<file path="src/rtl/mer_pkg.sv">
// Shared constants, codes and control structs of the midpoint ellipse rasterizer.
`default_nettype none

package mer_pkg;

    // Default geometry
    localparam int RADIUS_BITS_DEF = 11;
    localparam int COORD_BITS_DEF  = 12;

    // Input action codes
    localparam logic ACT_START = 1'b0;
    localparam logic ACT_STEP  = 1'b1;

    // Multiplier operand selection
    localparam logic [3:0] MUL_NONE    = 4'd0;
    localparam logic [3:0] MUL_AA      = 4'd1;
    localparam logic [3:0] MUL_BB      = 4'd2;
    localparam logic [3:0] MUL_ASQ_B   = 4'd3;
    localparam logic [3:0] MUL_HH      = 4'd4;
    localparam logic [3:0] MUL_BSQ_P   = 4'd5;
    localparam logic [3:0] MUL_YY      = 4'd6;
    localparam logic [3:0] MUL_ASQ_P   = 4'd7;
    localparam logic [3:0] MUL_ASQ_BSQ = 4'd8;

    // Datapath write-back operations
    localparam logic [3:0] WB_NONE    = 4'd0;
    localparam logic [3:0] WB_ASQ     = 4'd1;
    localparam logic [3:0] WB_BSQ     = 4'd2;
    localparam logic [3:0] WB_INIT    = 4'd3;
    localparam logic [3:0] WB_ACC_SET = 4'd4;
    localparam logic [3:0] WB_ACC_ADD = 4'd5;
    localparam logic [3:0] WB_DEC_SW  = 4'd6;
    localparam logic [3:0] WB_ADV     = 4'd7;
    localparam logic [3:0] WB_DEC_UPD = 4'd8;

    // Controller to datapath commands
    typedef struct packed {
        logic       load_in;
        logic [3:0] mul_op;
        logic [3:0] wb_op;
        logic       clr_active;
        logic       out_load;
        logic       out_points;
        logic       out_done;
    } t_cmd;

    // Datapath to controller status
    typedef struct packed {
        logic zero_axis;
        logic active;
        logic region2;
        logic sx_lt_sy;
        logic last;
    } t_stat;

endpackage

`default_nettype wire

</file>
<file path="src/rtl/mer_mul.sv">
// Shared unsigned multiplier with a registered product.
`default_nettype none

module mer_mul #(
    parameter int A_W = 22,
    parameter int B_W = 26
) (
    input  wire logic               i_clk,
    input  wire logic [A_W-1:0]     i_a,
    input  wire logic [B_W-1:0]     i_b,
    output logic      [A_W+B_W-1:0] o_prod
);

    logic [A_W+B_W-1:0] r_prod;

    // Register every product before it is used again
    always_ff @(posedge i_clk) begin
        r_prod <= i_a * i_b;
    end

    assign o_prod = r_prod;

endmodule

`default_nettype wire

</file>
<file path="src/rtl/mer_dp.sv">
// Datapath: ellipse state, shared multiplier, stepping adders and output register.
`default_nettype none

module mer_dp #(
    parameter int RADIUS_BITS = mer_pkg::RADIUS_BITS_DEF,
    parameter int COORD_BITS  = mer_pkg::COORD_BITS_DEF
) (
    input  wire logic                          i_clk,
    input  wire logic                          i_rst_n,
    input  wire mer_pkg::t_cmd                 i_cmd,
    output mer_pkg::t_stat                     o_stat,
    input  wire logic        [COORD_BITS-1:0]  i_center_x,
    input  wire logic        [COORD_BITS-1:0]  i_center_y,
    input  wire logic        [RADIUS_BITS-1:0] i_semi_a,
    input  wire logic        [RADIUS_BITS-1:0] i_semi_b,
    output logic                               o_points_valid,
    output logic signed      [COORD_BITS+1:0]  o_p0_x,
    output logic signed      [COORD_BITS+1:0]  o_p0_y,
    output logic signed      [COORD_BITS+1:0]  o_p1_x,
    output logic signed      [COORD_BITS+1:0]  o_p1_y,
    output logic signed      [COORD_BITS+1:0]  o_p2_x,
    output logic signed      [COORD_BITS+1:0]  o_p2_y,
    output logic signed      [COORD_BITS+1:0]  o_p3_x,
    output logic signed      [COORD_BITS+1:0]  o_p3_y,
    output logic                               o_done_res
);

    localparam int R       = RADIUS_BITS;
    localparam int C       = COORD_BITS;
    localparam int SQ_W    = 2 * R;
    localparam int PX_W    = R + 1;
    localparam int PY_W    = R + 2;
    localparam int H_W     = R + 2;
    localparam int MA_W    = SQ_W;
    localparam int MB_W    = 2 * R + 4;
    localparam int PROD_W  = MA_W + MB_W;
    localparam int SLOPE_W = 3 * R + 3;
    localparam int DEC_W   = 3 * R + 9;
    localparam int OUT_W   = C + 2;
    localparam int SUM_W   = ((C > PY_W) ? C : PY_W) + 2;

    // Latched geometry
    logic        [C-1:0]       r_cx, r_cy;
    logic        [R-1:0]       r_sa, r_sb;
    logic        [SQ_W-1:0]    r_asq, r_bsq;
    // Walk state
    logic        [PX_W-1:0]    r_pos_x;
    logic signed [PY_W-1:0]    r_pos_y;
    logic signed [SLOPE_W-1:0] r_sx, r_sy;
    logic signed [DEC_W-1:0]   r_dec;
    logic        [PROD_W-1:0]  r_acc;
    logic                      r_diag;
    logic                      r_region2;
    logic                      r_active;
    // Output payload
    logic                      r_o_pv, r_o_done;
    logic        [OUT_W-1:0]   r_o_p0x, r_o_p0y, r_o_p1x, r_o_p2y;

    logic        [MA_W-1:0]    mul_a;
    logic        [MB_W-1:0]    mul_b;
    logic        [PROD_W-1:0]  prod;
    logic        [H_W-1:0]     h_val;
    logic        [R-1:0]       ym_abs;
    logic        [SQ_W:0]      asq_p3;
    logic        [DEC_W-1:0]   init_dec;
    logic                      diag;
    logic                      move_x, move_y;
    logic                      last;
    logic signed [SLOPE_W-1:0] term_x, term_y;
    logic        [SQ_W-1:0]    term_sq;
    logic        [SUM_W-1:0]   cx_e, cy_e, px_e, py_e;
    logic        [SUM_W-1:0]   sum_xp, sum_xm, sum_yp, sum_ym;

    // Midpoint offsets for the region-two setup
    assign h_val  = {r_pos_x, 1'b1};
    assign ym_abs = (r_pos_y == '0) ? R'(1) : R'(r_pos_y - PY_W'(1));

    // Select multiplier operands
    always_comb begin
        mul_a = '0;
        mul_b = '0;
        unique case (i_cmd.mul_op)
            mer_pkg::MUL_AA: begin
                mul_a = MA_W'(r_sa);
                mul_b = MB_W'(r_sa);
            end
            mer_pkg::MUL_BB: begin
                mul_a = MA_W'(r_sb);
                mul_b = MB_W'(r_sb);
            end
            mer_pkg::MUL_ASQ_B: begin
                mul_a = r_asq;
                mul_b = MB_W'(r_sb);
            end
            mer_pkg::MUL_HH: begin
                mul_a = MA_W'(h_val);
                mul_b = MB_W'(h_val);
            end
            mer_pkg::MUL_BSQ_P: begin
                mul_a = r_bsq;
                mul_b = prod[MB_W-1:0];
            end
            mer_pkg::MUL_YY: begin
                mul_a = MA_W'(ym_abs);
                mul_b = MB_W'(ym_abs);
            end
            mer_pkg::MUL_ASQ_P: begin
                mul_a = r_asq;
                mul_b = MB_W'(prod[SQ_W-1:0]);
            end
            mer_pkg::MUL_ASQ_BSQ: begin
                mul_a = r_asq;
                mul_b = MB_W'(r_bsq);
            end
            default: begin
                mul_a = '0;
                mul_b = '0;
            end
        endcase
    end

    mer_mul #(
        .A_W (MA_W),
        .B_W (MB_W)
    ) u_mul (
        .i_clk  (i_clk),
        .i_a    (mul_a),
        .i_b    (mul_b),
        .o_prod (prod)
    );

    // Region-one decision start: b^2 - a^2*b + (a^2 + 3) / 4
    assign asq_p3   = {1'b0, r_asq} + (SQ_W + 1)'(3);
    assign init_dec = DEC_W'(r_bsq) - DEC_W'(prod[3*R-1:0]) + DEC_W'(asq_p3[SQ_W:2]);

    // Step direction
    assign diag   = r_region2 ? (r_dec[DEC_W-1] || (r_dec == '0)) : !r_dec[DEC_W-1];
    assign move_x = !r_region2 || diag;
    assign move_y = r_region2 || diag;
    assign last   = r_region2 && (r_pos_y == '0);

    // Decision update terms with the advanced slopes
    assign term_x  = (r_diag || !r_region2) ? r_sx : '0;
    assign term_y  = (r_diag || r_region2) ? r_sy : '0;
    assign term_sq = r_region2 ? r_asq : r_bsq;

    // Mirrored point sums
    assign cx_e   = SUM_W'(r_cx);
    assign cy_e   = SUM_W'(r_cy);
    assign px_e   = SUM_W'(r_pos_x);
    assign py_e   = SUM_W'(r_pos_y);
    assign sum_xp = cx_e + px_e;
    assign sum_xm = cx_e - px_e;
    assign sum_yp = cy_e + py_e;
    assign sum_ym = cy_e - py_e;

    // Control flags
    always_ff @(posedge i_clk) begin
        if (!i_rst_n) begin
            r_active  <= 1'b0;
            r_region2 <= 1'b0;
        end else begin
            if (i_cmd.clr_active) begin
                r_active <= 1'b0;
            end
            unique case (i_cmd.wb_op)
                mer_pkg::WB_INIT: begin
                    r_active  <= 1'b1;
                    r_region2 <= 1'b0;
                end
                mer_pkg::WB_DEC_SW: begin
                    r_region2 <= 1'b1;
                end
                mer_pkg::WB_ADV: begin
                    if (last) begin
                        r_active <= 1'b0;
                    end
                end
                default: begin
                end
            endcase
        end
    end

    // Geometry and walk registers
    always_ff @(posedge i_clk) begin
        if (i_cmd.load_in) begin
            r_cx <= i_center_x;
            r_cy <= i_center_y;
            r_sa <= i_semi_a;
            r_sb <= i_semi_b;
        end
        unique case (i_cmd.wb_op)
            mer_pkg::WB_ASQ: begin
                r_asq <= prod[SQ_W-1:0];
            end
            mer_pkg::WB_BSQ: begin
                r_bsq <= prod[SQ_W-1:0];
            end
            mer_pkg::WB_INIT: begin
                r_pos_x <= '0;
                r_pos_y <= PY_W'(r_sb);
                r_sx    <= '0;
                r_sy    <= SLOPE_W'({prod[3*R-1:0], 1'b0});
                r_dec   <= init_dec;
            end
            mer_pkg::WB_ACC_SET: begin
                r_acc <= prod >> 2;
            end
            mer_pkg::WB_ACC_ADD: begin
                r_acc <= r_acc + prod;
            end
            mer_pkg::WB_DEC_SW: begin
                r_dec <= DEC_W'(signed'(r_acc - prod));
            end
            mer_pkg::WB_ADV: begin
                r_diag <= diag;
                if (move_x) begin
                    r_pos_x <= r_pos_x + PX_W'(1);
                    r_sx    <= r_sx + SLOPE_W'({r_bsq, 1'b0});
                end
                if (move_y) begin
                    r_pos_y <= r_pos_y - PY_W'(1);
                    r_sy    <= r_sy - SLOPE_W'({r_asq, 1'b0});
                end
            end
            mer_pkg::WB_DEC_UPD: begin
                r_dec <= r_dec + DEC_W'(term_x) - DEC_W'(term_y) + DEC_W'(term_sq);
            end
            default: begin
            end
        endcase
    end

    // Output register: four mirrored points or a blank result
    always_ff @(posedge i_clk) begin
        if (i_cmd.out_load) begin
            r_o_pv   <= i_cmd.out_points;
            r_o_done <= i_cmd.out_done;
            if (i_cmd.out_points) begin
                r_o_p0x <= sum_xp[OUT_W-1:0];
                r_o_p0y <= sum_yp[OUT_W-1:0];
                r_o_p1x <= sum_xm[OUT_W-1:0];
                r_o_p2y <= sum_ym[OUT_W-1:0];
            end else begin
                r_o_p0x <= '0;
                r_o_p0y <= '0;
                r_o_p1x <= '0;
                r_o_p2y <= '0;
            end
        end
    end

    assign o_stat.zero_axis = (i_semi_a == '0) || (i_semi_b == '0);
    assign o_stat.active    = r_active;
    assign o_stat.region2   = r_region2;
    assign o_stat.sx_lt_sy  = r_sx < r_sy;
    assign o_stat.last      = last;

    assign o_points_valid = r_o_pv;
    assign o_done_res     = r_o_done;
    assign o_p0_x         = r_o_p0x;
    assign o_p0_y         = r_o_p0y;
    assign o_p1_x         = r_o_p1x;
    assign o_p1_y         = r_o_p0y;
    assign o_p2_x         = r_o_p0x;
    assign o_p2_y         = r_o_p2y;
    assign o_p3_x         = r_o_p1x;
    assign o_p3_y         = r_o_p2y;

endmodule

`default_nettype wire

</file>
<file path="src/rtl/mer_ctrl.sv">
// Controller: sequences setup multiplies, region switch and stepping; owns handshakes.
`default_nettype none

module mer_ctrl (
    input  wire logic           i_clk,
    input  wire logic           i_rst_n,
    input  wire logic           i_in_valid,
    output logic                o_in_ready,
    input  wire logic           i_action,
    output logic                o_out_valid,
    input  wire logic           i_out_ready,
    input  wire mer_pkg::t_stat i_stat,
    output mer_pkg::t_cmd       o_cmd
);

    localparam logic [3:0] S_IDLE  = 4'd0;
    localparam logic [3:0] S_SQA   = 4'd1;
    localparam logic [3:0] S_SQB   = 4'd2;
    localparam logic [3:0] S_MAB   = 4'd3;
    localparam logic [3:0] S_INIT  = 4'd4;
    localparam logic [3:0] S_BLANK = 4'd5;
    localparam logic [3:0] S_SWH   = 4'd6;
    localparam logic [3:0] S_SWBH  = 4'd7;
    localparam logic [3:0] S_SWY   = 4'd8;
    localparam logic [3:0] S_SWAY  = 4'd9;
    localparam logic [3:0] S_SWAB  = 4'd10;
    localparam logic [3:0] S_SWFIN = 4'd11;
    localparam logic [3:0] S_STEP  = 4'd12;
    localparam logic [3:0] S_UPD   = 4'd13;

    logic [3:0] r_state, n_state;
    logic       r_done, n_done;
    logic       r_out_valid, n_out_valid;
    logic       out_free;
    logic       in_ready;
    logic       in_xfer;

    assign out_free = !r_out_valid || i_out_ready;
    assign in_ready = (r_state == S_IDLE) || (r_state == S_UPD);
    assign in_xfer  = i_in_valid && in_ready;

    // Next state and commands
    always_comb begin
        o_cmd   = '0;
        n_state = r_state;
        n_done  = r_done;
        unique case (r_state) inside
            S_IDLE, S_UPD: begin
                if (r_state == S_UPD) begin
                    o_cmd.wb_op = mer_pkg::WB_DEC_UPD;
                    n_state     = S_IDLE;
                end
                if (in_xfer) begin
                    if (i_action == mer_pkg::ACT_START) begin
                        o_cmd.load_in = 1'b1;
                        if (i_stat.zero_axis) begin
                            o_cmd.clr_active = 1'b1;
                            n_done           = 1'b1;
                            n_state          = S_BLANK;
                        end else begin
                            n_state = S_SQA;
                        end
                    end else if (!i_stat.active) begin
                        n_done  = 1'b1;
                        n_state = S_BLANK;
                    end else if (!i_stat.region2 && !i_stat.sx_lt_sy) begin
                        n_state = S_SWH;
                    end else begin
                        n_state = S_STEP;
                    end
                end
            end
            S_SQA: begin
                o_cmd.mul_op = mer_pkg::MUL_AA;
                n_state      = S_SQB;
            end
            S_SQB: begin
                o_cmd.wb_op  = mer_pkg::WB_ASQ;
                o_cmd.mul_op = mer_pkg::MUL_BB;
                n_state      = S_MAB;
            end
            S_MAB: begin
                o_cmd.wb_op  = mer_pkg::WB_BSQ;
                o_cmd.mul_op = mer_pkg::MUL_ASQ_B;
                n_state      = S_INIT;
            end
            S_INIT: begin
                o_cmd.wb_op = mer_pkg::WB_INIT;
                n_done      = 1'b0;
                n_state     = S_BLANK;
            end
            S_BLANK: begin
                if (out_free) begin
                    o_cmd.out_load = 1'b1;
                    o_cmd.out_done = r_done;
                    n_state        = S_IDLE;
                end
            end
            S_SWH: begin
                o_cmd.mul_op = mer_pkg::MUL_HH;
                n_state      = S_SWBH;
            end
            S_SWBH: begin
                o_cmd.mul_op = mer_pkg::MUL_BSQ_P;
                n_state      = S_SWY;
            end
            S_SWY: begin
                o_cmd.wb_op  = mer_pkg::WB_ACC_SET;
                o_cmd.mul_op = mer_pkg::MUL_YY;
                n_state      = S_SWAY;
            end
            S_SWAY: begin
                o_cmd.mul_op = mer_pkg::MUL_ASQ_P;
                n_state      = S_SWAB;
            end
            S_SWAB: begin
                o_cmd.wb_op  = mer_pkg::WB_ACC_ADD;
                o_cmd.mul_op = mer_pkg::MUL_ASQ_BSQ;
                n_state      = S_SWFIN;
            end
            S_SWFIN: begin
                o_cmd.wb_op = mer_pkg::WB_DEC_SW;
                n_state     = S_STEP;
            end
            S_STEP: begin
                if (out_free) begin
                    o_cmd.out_load   = 1'b1;
                    o_cmd.out_points = 1'b1;
                    o_cmd.out_done   = i_stat.last;
                    o_cmd.wb_op      = mer_pkg::WB_ADV;
                    n_state          = S_UPD;
                end
            end
            default: begin
                n_state = S_IDLE;
            end
        endcase
    end

    // Output valid: set on load, drop on transfer
    always_comb begin
        if (o_cmd.out_load) begin
            n_out_valid = 1'b1;
        end else if (i_out_ready) begin
            n_out_valid = 1'b0;
        end else begin
            n_out_valid = r_out_valid;
        end
    end

    always_ff @(posedge i_clk) begin
        if (!i_rst_n) begin
            r_state     <= S_IDLE;
            r_done      <= 1'b0;
            r_out_valid <= 1'b0;
        end else begin
            r_state     <= n_state;
            r_done      <= n_done;
            r_out_valid <= n_out_valid;
        end
    end

    assign o_in_ready  = in_ready;
    assign o_out_valid = r_out_valid;

endmodule

`default_nettype wire

</file>
<file path="src/rtl/midpoint_ellipse_rasterizer.sv">
// Step through an ellipse: a plain step item registers its result in the step state once the
// output register is free; the step that enters region two first adds multiplies on the shared
// multiplier. A start item runs three multiplies for a^2, b^2, a^2*b; a zero-axis start or a
// step while idle yields a blank result. A result held in the output register stalls the next
// delivery and new input. Synchronous active-low reset returns to idle with no ellipse active.
`default_nettype none

module midpoint_ellipse_rasterizer #(
    parameter int RADIUS_BITS = mer_pkg::RADIUS_BITS_DEF,
    parameter int COORD_BITS  = mer_pkg::COORD_BITS_DEF
) (
    input  wire logic                          i_clk,
    input  wire logic                          i_rst_n,
    input  wire logic                          i_in_valid,
    output logic                               o_in_ready,
    input  wire logic                          i_action,
    input  wire logic        [COORD_BITS-1:0]  i_center_x,
    input  wire logic        [COORD_BITS-1:0]  i_center_y,
    input  wire logic        [RADIUS_BITS-1:0] i_semi_a,
    input  wire logic        [RADIUS_BITS-1:0] i_semi_b,
    output logic                               o_out_valid,
    input  wire logic                          i_out_ready,
    output logic                               o_points_valid,
    output logic signed      [COORD_BITS+1:0]  o_p0_x,
    output logic signed      [COORD_BITS+1:0]  o_p0_y,
    output logic signed      [COORD_BITS+1:0]  o_p1_x,
    output logic signed      [COORD_BITS+1:0]  o_p1_y,
    output logic signed      [COORD_BITS+1:0]  o_p2_x,
    output logic signed      [COORD_BITS+1:0]  o_p2_y,
    output logic signed      [COORD_BITS+1:0]  o_p3_x,
    output logic signed      [COORD_BITS+1:0]  o_p3_y,
    output logic                               o_done_res
);

    mer_pkg::t_cmd  cmd;
    mer_pkg::t_stat stat;

    mer_ctrl u_ctrl (
        .i_clk       (i_clk),
        .i_rst_n     (i_rst_n),
        .i_in_valid  (i_in_valid),
        .o_in_ready  (o_in_ready),
        .i_action    (i_action),
        .o_out_valid (o_out_valid),
        .i_out_ready (i_out_ready),
        .i_stat      (stat),
        .o_cmd       (cmd)
    );

    mer_dp #(
        .RADIUS_BITS (RADIUS_BITS),
        .COORD_BITS  (COORD_BITS)
    ) u_dp (
        .i_clk          (i_clk),
        .i_rst_n        (i_rst_n),
        .i_cmd          (cmd),
        .o_stat         (stat),
        .i_center_x     (i_center_x),
        .i_center_y     (i_center_y),
        .i_semi_a       (i_semi_a),
        .i_semi_b       (i_semi_b),
        .o_points_valid (o_points_valid),
        .o_p0_x         (o_p0_x),
        .o_p0_y         (o_p0_y),
        .o_p1_x         (o_p1_x),
        .o_p1_y         (o_p1_y),
        .o_p2_x         (o_p2_x),
        .o_p2_y         (o_p2_y),
        .o_p3_x         (o_p3_x),
        .o_p3_y         (o_p3_y),
        .o_done_res     (o_done_res)
    );

    // Blank results carry all-zero points
    a_blank_zero: assert property (@(posedge i_clk) disable iff (!i_rst_n)
        (o_out_valid && !o_points_valid) |->
        (o_p0_x == '0 && o_p0_y == '0 && o_p3_x == '0 && o_p3_y == '0))
        else $error("blank result with nonzero points");

    // Region-two decision is taken right after the a^2*b^2 product
    a_switch_order: assert property (@(posedge i_clk) disable iff (!i_rst_n)
        (cmd.wb_op == mer_pkg::WB_DEC_SW) |-> ($past(cmd.mul_op) == mer_pkg::MUL_ASQ_BSQ))
        else $error("region-two decision without a^2*b^2 product");

    // Setup uses the a^2*b product issued right before it
    a_init_order: assert property (@(posedge i_clk) disable iff (!i_rst_n)
        (cmd.wb_op == mer_pkg::WB_INIT) |-> ($past(cmd.mul_op) == mer_pkg::MUL_ASQ_B))
        else $error("setup without a^2*b product");

    // Region two is left only by a new ellipse setup
    a_region_exit: assert property (@(posedge i_clk) disable iff (!i_rst_n)
        ($fell(stat.region2) && $past(i_rst_n)) |-> ($past(cmd.wb_op) == mer_pkg::WB_INIT))
        else $error("region flag cleared outside setup");

endmodule

`default_nettype wire

</file>
<file path="config.mk">
export PLATFORM = sky130hd
export DESIGN_NAME = midpoint_ellipse_rasterizer
export DESIGN_NICKNAME = d
export VERILOG_FILES = /design/src/rtl/mer_pkg.sv /design/src/rtl/mer_mul.sv /design/src/rtl/mer_dp.sv /design/src/rtl/mer_ctrl.sv /design/src/rtl/midpoint_ellipse_rasterizer.sv
export SDC_FILE = /design/constraint.sdc
export NUM_CORES = 2
export LEC_CHECK = 0
export BUFFER_PORTS_ARGS = -buffer_cell sky130_fd_sc_hd__buf_4
export CAP_MARGIN = 20
export CORE_UTILIZATION = 50
export CTS_BUF_LIST = sky130_fd_sc_hd__clkbuf_8 sky130_fd_sc_hd__clkbuf_16
export CTS_CLUSTER_DIAMETER = 200
export DETAILED_ROUTE_END_ITERATION = 6
export PLACE_DENSITY = 0.69
export SYNTH_ARGS = -nofsm -noshare
export SYNTH_HDL_FRONTEND = slang
export SYNTH_SLANG_ARGS = --single-unit
</file>
<file path="constraint.sdc">
create_clock -name i_clk -period 9.9 [get_ports i_clk]
set_input_delay 1.485 -clock i_clk [delete_from_list [all_inputs] [get_ports i_clk]]
set_output_delay 1.485 -clock i_clk [all_outputs]
set_load 0.02 [all_outputs]
</file>
==> results.md <==
* Register area share after synthesis at 22.1%
* Startpoint types: register
* Nature of the critical path endpoint: register
* Slew Limit Headroom at 17.1%
* Layout cells sized above 1 at 8.43%
* Cell variety after synth at 99
* Ant. Diodes at 0
* DR iter-0 viols at 3367
* Worst Setup SP: u_dp.r_pos_y[1]
* Number of flops mapped to enable cells by yosys at 324
* Placed Cells incl. Taps at 6738
* Mapped cell area at 0.0488 mm2
* CP max stage cell: fa_1
* WL per Instance at 20.8 um
* Worst slew pin tran at 1.24 ns
* Count leader, synth: inv_1
* Final HPWL DP at 116 mm
* CP Class: register to register
* Post-Route Skew at 0.0325 ns
* Minimum clock period at 9.56 ns
* Num CTS Buffers at 42
* Gr ovfl total at 0
* HP Class: register to register
* Clock sinks at 376
* Die Wd at 314 um
* Mapped Cells at 5437
* Async S/R FF share, synth at 0%
* Vias per inst at 5.84
* CTS tree: yes
* Final #Nets at 6564
* Most used DFF post-synth: edfxtp_1
* Number of global-route vias before repair at 39.1k
* Fmax achieved at 0.105 GHz
* FP Rows at 114
* Final setup fails at 0
* Fillers at 8771
* P per Cell Area at 195 mW/mm2
* Yosys warning count at 0
* Crit path arrival time at 10.04 ns
* Final Instance Count excl. Fillers at 6827
* CTS Hold Buffers Added at 0
* Initial antenna violation count at 1
* Max Cap Violations at 0
* Mean Syn Cell Area at 8.97 um2
* Hold Violations, Final at 0
* Worst vdd rail ir drop at 0.132 mV
* R2R Path Start: u_dp.r_pos_y[1]
* Synth top area cells: fa_1 (22%), edfxtp_1 (20%), ha_1 (12%), inv_1 (6.2%), nand2_1 (4.7%)
* Status: completed
* I/O pin count at 167
* CP Max Fanout at 19
* Antenna-violating nets left at 0
* Leak at 0.0233 uW
* Max H-tree Level at 2
* Seq. cell area at 0.0108 mm2
* Final wirelength at 142 mm
* Cell mode on critical path: fa_1
* Clk_lat worst skew at 0.61 ns
* Final Cycle Share at 96.6%
* Post-synth top area share at 22.3%
* Clock root cell: clkbuf_16
* DRT Pass-1 Iters at 7
* Final slew viol count at 0
* GRT Total Usage at 28.7%
* Die H at 314 um
* Number of remaining DRC errors at 0
* Core ar. at 0.0967 mm2
* Area delta synth->final at 8.71%
* Crit path largest cell delay at 0.54 ns
* DP Area at 0.0514 mm2
* Setup TNS at 0 ns
* Setup repair after global routing missed its margin: false
* Post-synth top cells: inv_1 (807), nand2_1 (617), fa_1 (543)
* Worst-case clock buffer depth at 3
* Die Area at 0.0988 mm2
* Clk slew on worst S/H paths at 0.06 ns
* Largest net degree at the start of global routing at 173
* Detailed-route via count at 39.9k
* Starting Density at 50.4%
* Multi-input logic area at 0.0339 mm2
* Yosys top cell by area: fa_1
* Buffers on Ports at 164
* Data required, critical path at 10.37 ns
* Final Instance Area at 0.0530 mm2
* Seq cells post-synth at 376
* Hold_sp: u_ctrl.r_done
* Routability-driven placement congestion ratio at 0.971
* First-pass GRT wire length at 220 mm
==> cells by family after synthesis <==
logic type / count (synthesis) / share of synthesized area, %
fa+ha+maj: 996 / 33.9
compound gates: 1057 / 14.4
other cells: 1 / 0.00769
buf+inv: 1072 / 8.77
xor+xnor: 316 / 5.67
mux: 27 / 0.610
flops: 376 / 22.1
simple gates: 1592 / 14.6
==> metal layers <==
layer | vias up | GRT usage (%) | share of wire [%]
met4 | 2 | 10.4 | 4.0
met1 | 19700 | 39.1 | 41
li1 | 18200 | - | -
met2 | 1700 | 46.3 | 46
met5 | - | 0 | 0.0091
met3 | 305 | 4.56 | 8.8
==> worst paths after layout <==
| path | to | slack [ns] | cells past startpoint |
|---|---|---|---|
| max | u_dp.u_mul.o_prod[43] | 0.34 | 33 |
| min | u_ctrl.r_done | 0.51 | 2 |
| max reg2reg | u_dp.u_mul.o_prod[43] | 0.34 | 33 |
| min reg2reg | u_ctrl.r_done | 0.51 | 2 |
==> state kept, by name, summed over array words and instances (netlist names), 13 cells and up <==
register and count:
u_dp.r_bsq 22, u_dp.r_pos_y 13, u_dp.o_p2_y 14, u_dp.r_sx 35, u_dp.o_p0_y 13, u_dp.u_mul.o_prod 44
u_dp.r_sy 35, u_dp.r_dec 42, u_dp.r_acc 42, u_dp.o_p0_x 13, u_dp.r_asq 22
==> worst max-delay path: cells and delay by family (launching register included) <==
family	cells	cell delay [ns]
adder cells (fa/ha/maj)	9	4.03
flip-flops	1	0.46
AND/OR/NAND/NOR	6	1.60
AO/OA/AOI/OAI	12	2.52
buffers and inverters	5	0.65
XOR/XNOR	1	0.14
==> repair_timing <==
action,CTS,global route
resized for setup,1,20
setup endpoints to repair,2,9
pin swaps,0,7
setup buffers,0,10
==> area by class of cell <==
class                           count  area share (%)
Clock buffer                       49            2.18
Clock inverter                     29           0.531
Inverter                          808            5.72
Multi-Input combinational cell   3990            63.9
Sequential cell                   376            20.3
Tap cell                         1276            3.01
Timing Repair Buffer              299            4.33
==> stage by stage <==
stage          hold slack (ns)  util (%)  total power (uW)  setup WS (ns)
6_report                 0.508      54.8             10300          0.336
5_1_grt                  0.528      54.8             11000         0.0187
4_1_cts                  0.509      54.7             10200         0.0340
3_5_place_dp             0.494      53.2              8490        -0.0543
3_3_place_gp             0.486      53.2              8380          0.123
2_1_floorplan            0.451         -              6790          0.948
==> power breakdown <==
part           total, uW  switching (uW)  internal (uW)
registers           2470             369           2100
logic               6190            3720           2470
clock network       1660             712            950
==> layout by cell type, fill, tap and decap left out, types with 56 or more instances in the layout <==
cell,instances
nor3_1,85
xnor2_1,241
o21ai_0,253
edfxtp_1,324
buf_4,294
inv_1,813
nand3_1,75
a21oi_1,251
fa_1,543
and2_1,56
nand2_1,614
xor2_1,75
nand2b_1,66
nor2_1,453
a21o_1,107
o21bai_1,56
ha_1,450
(Power assumes the default switching activity.)
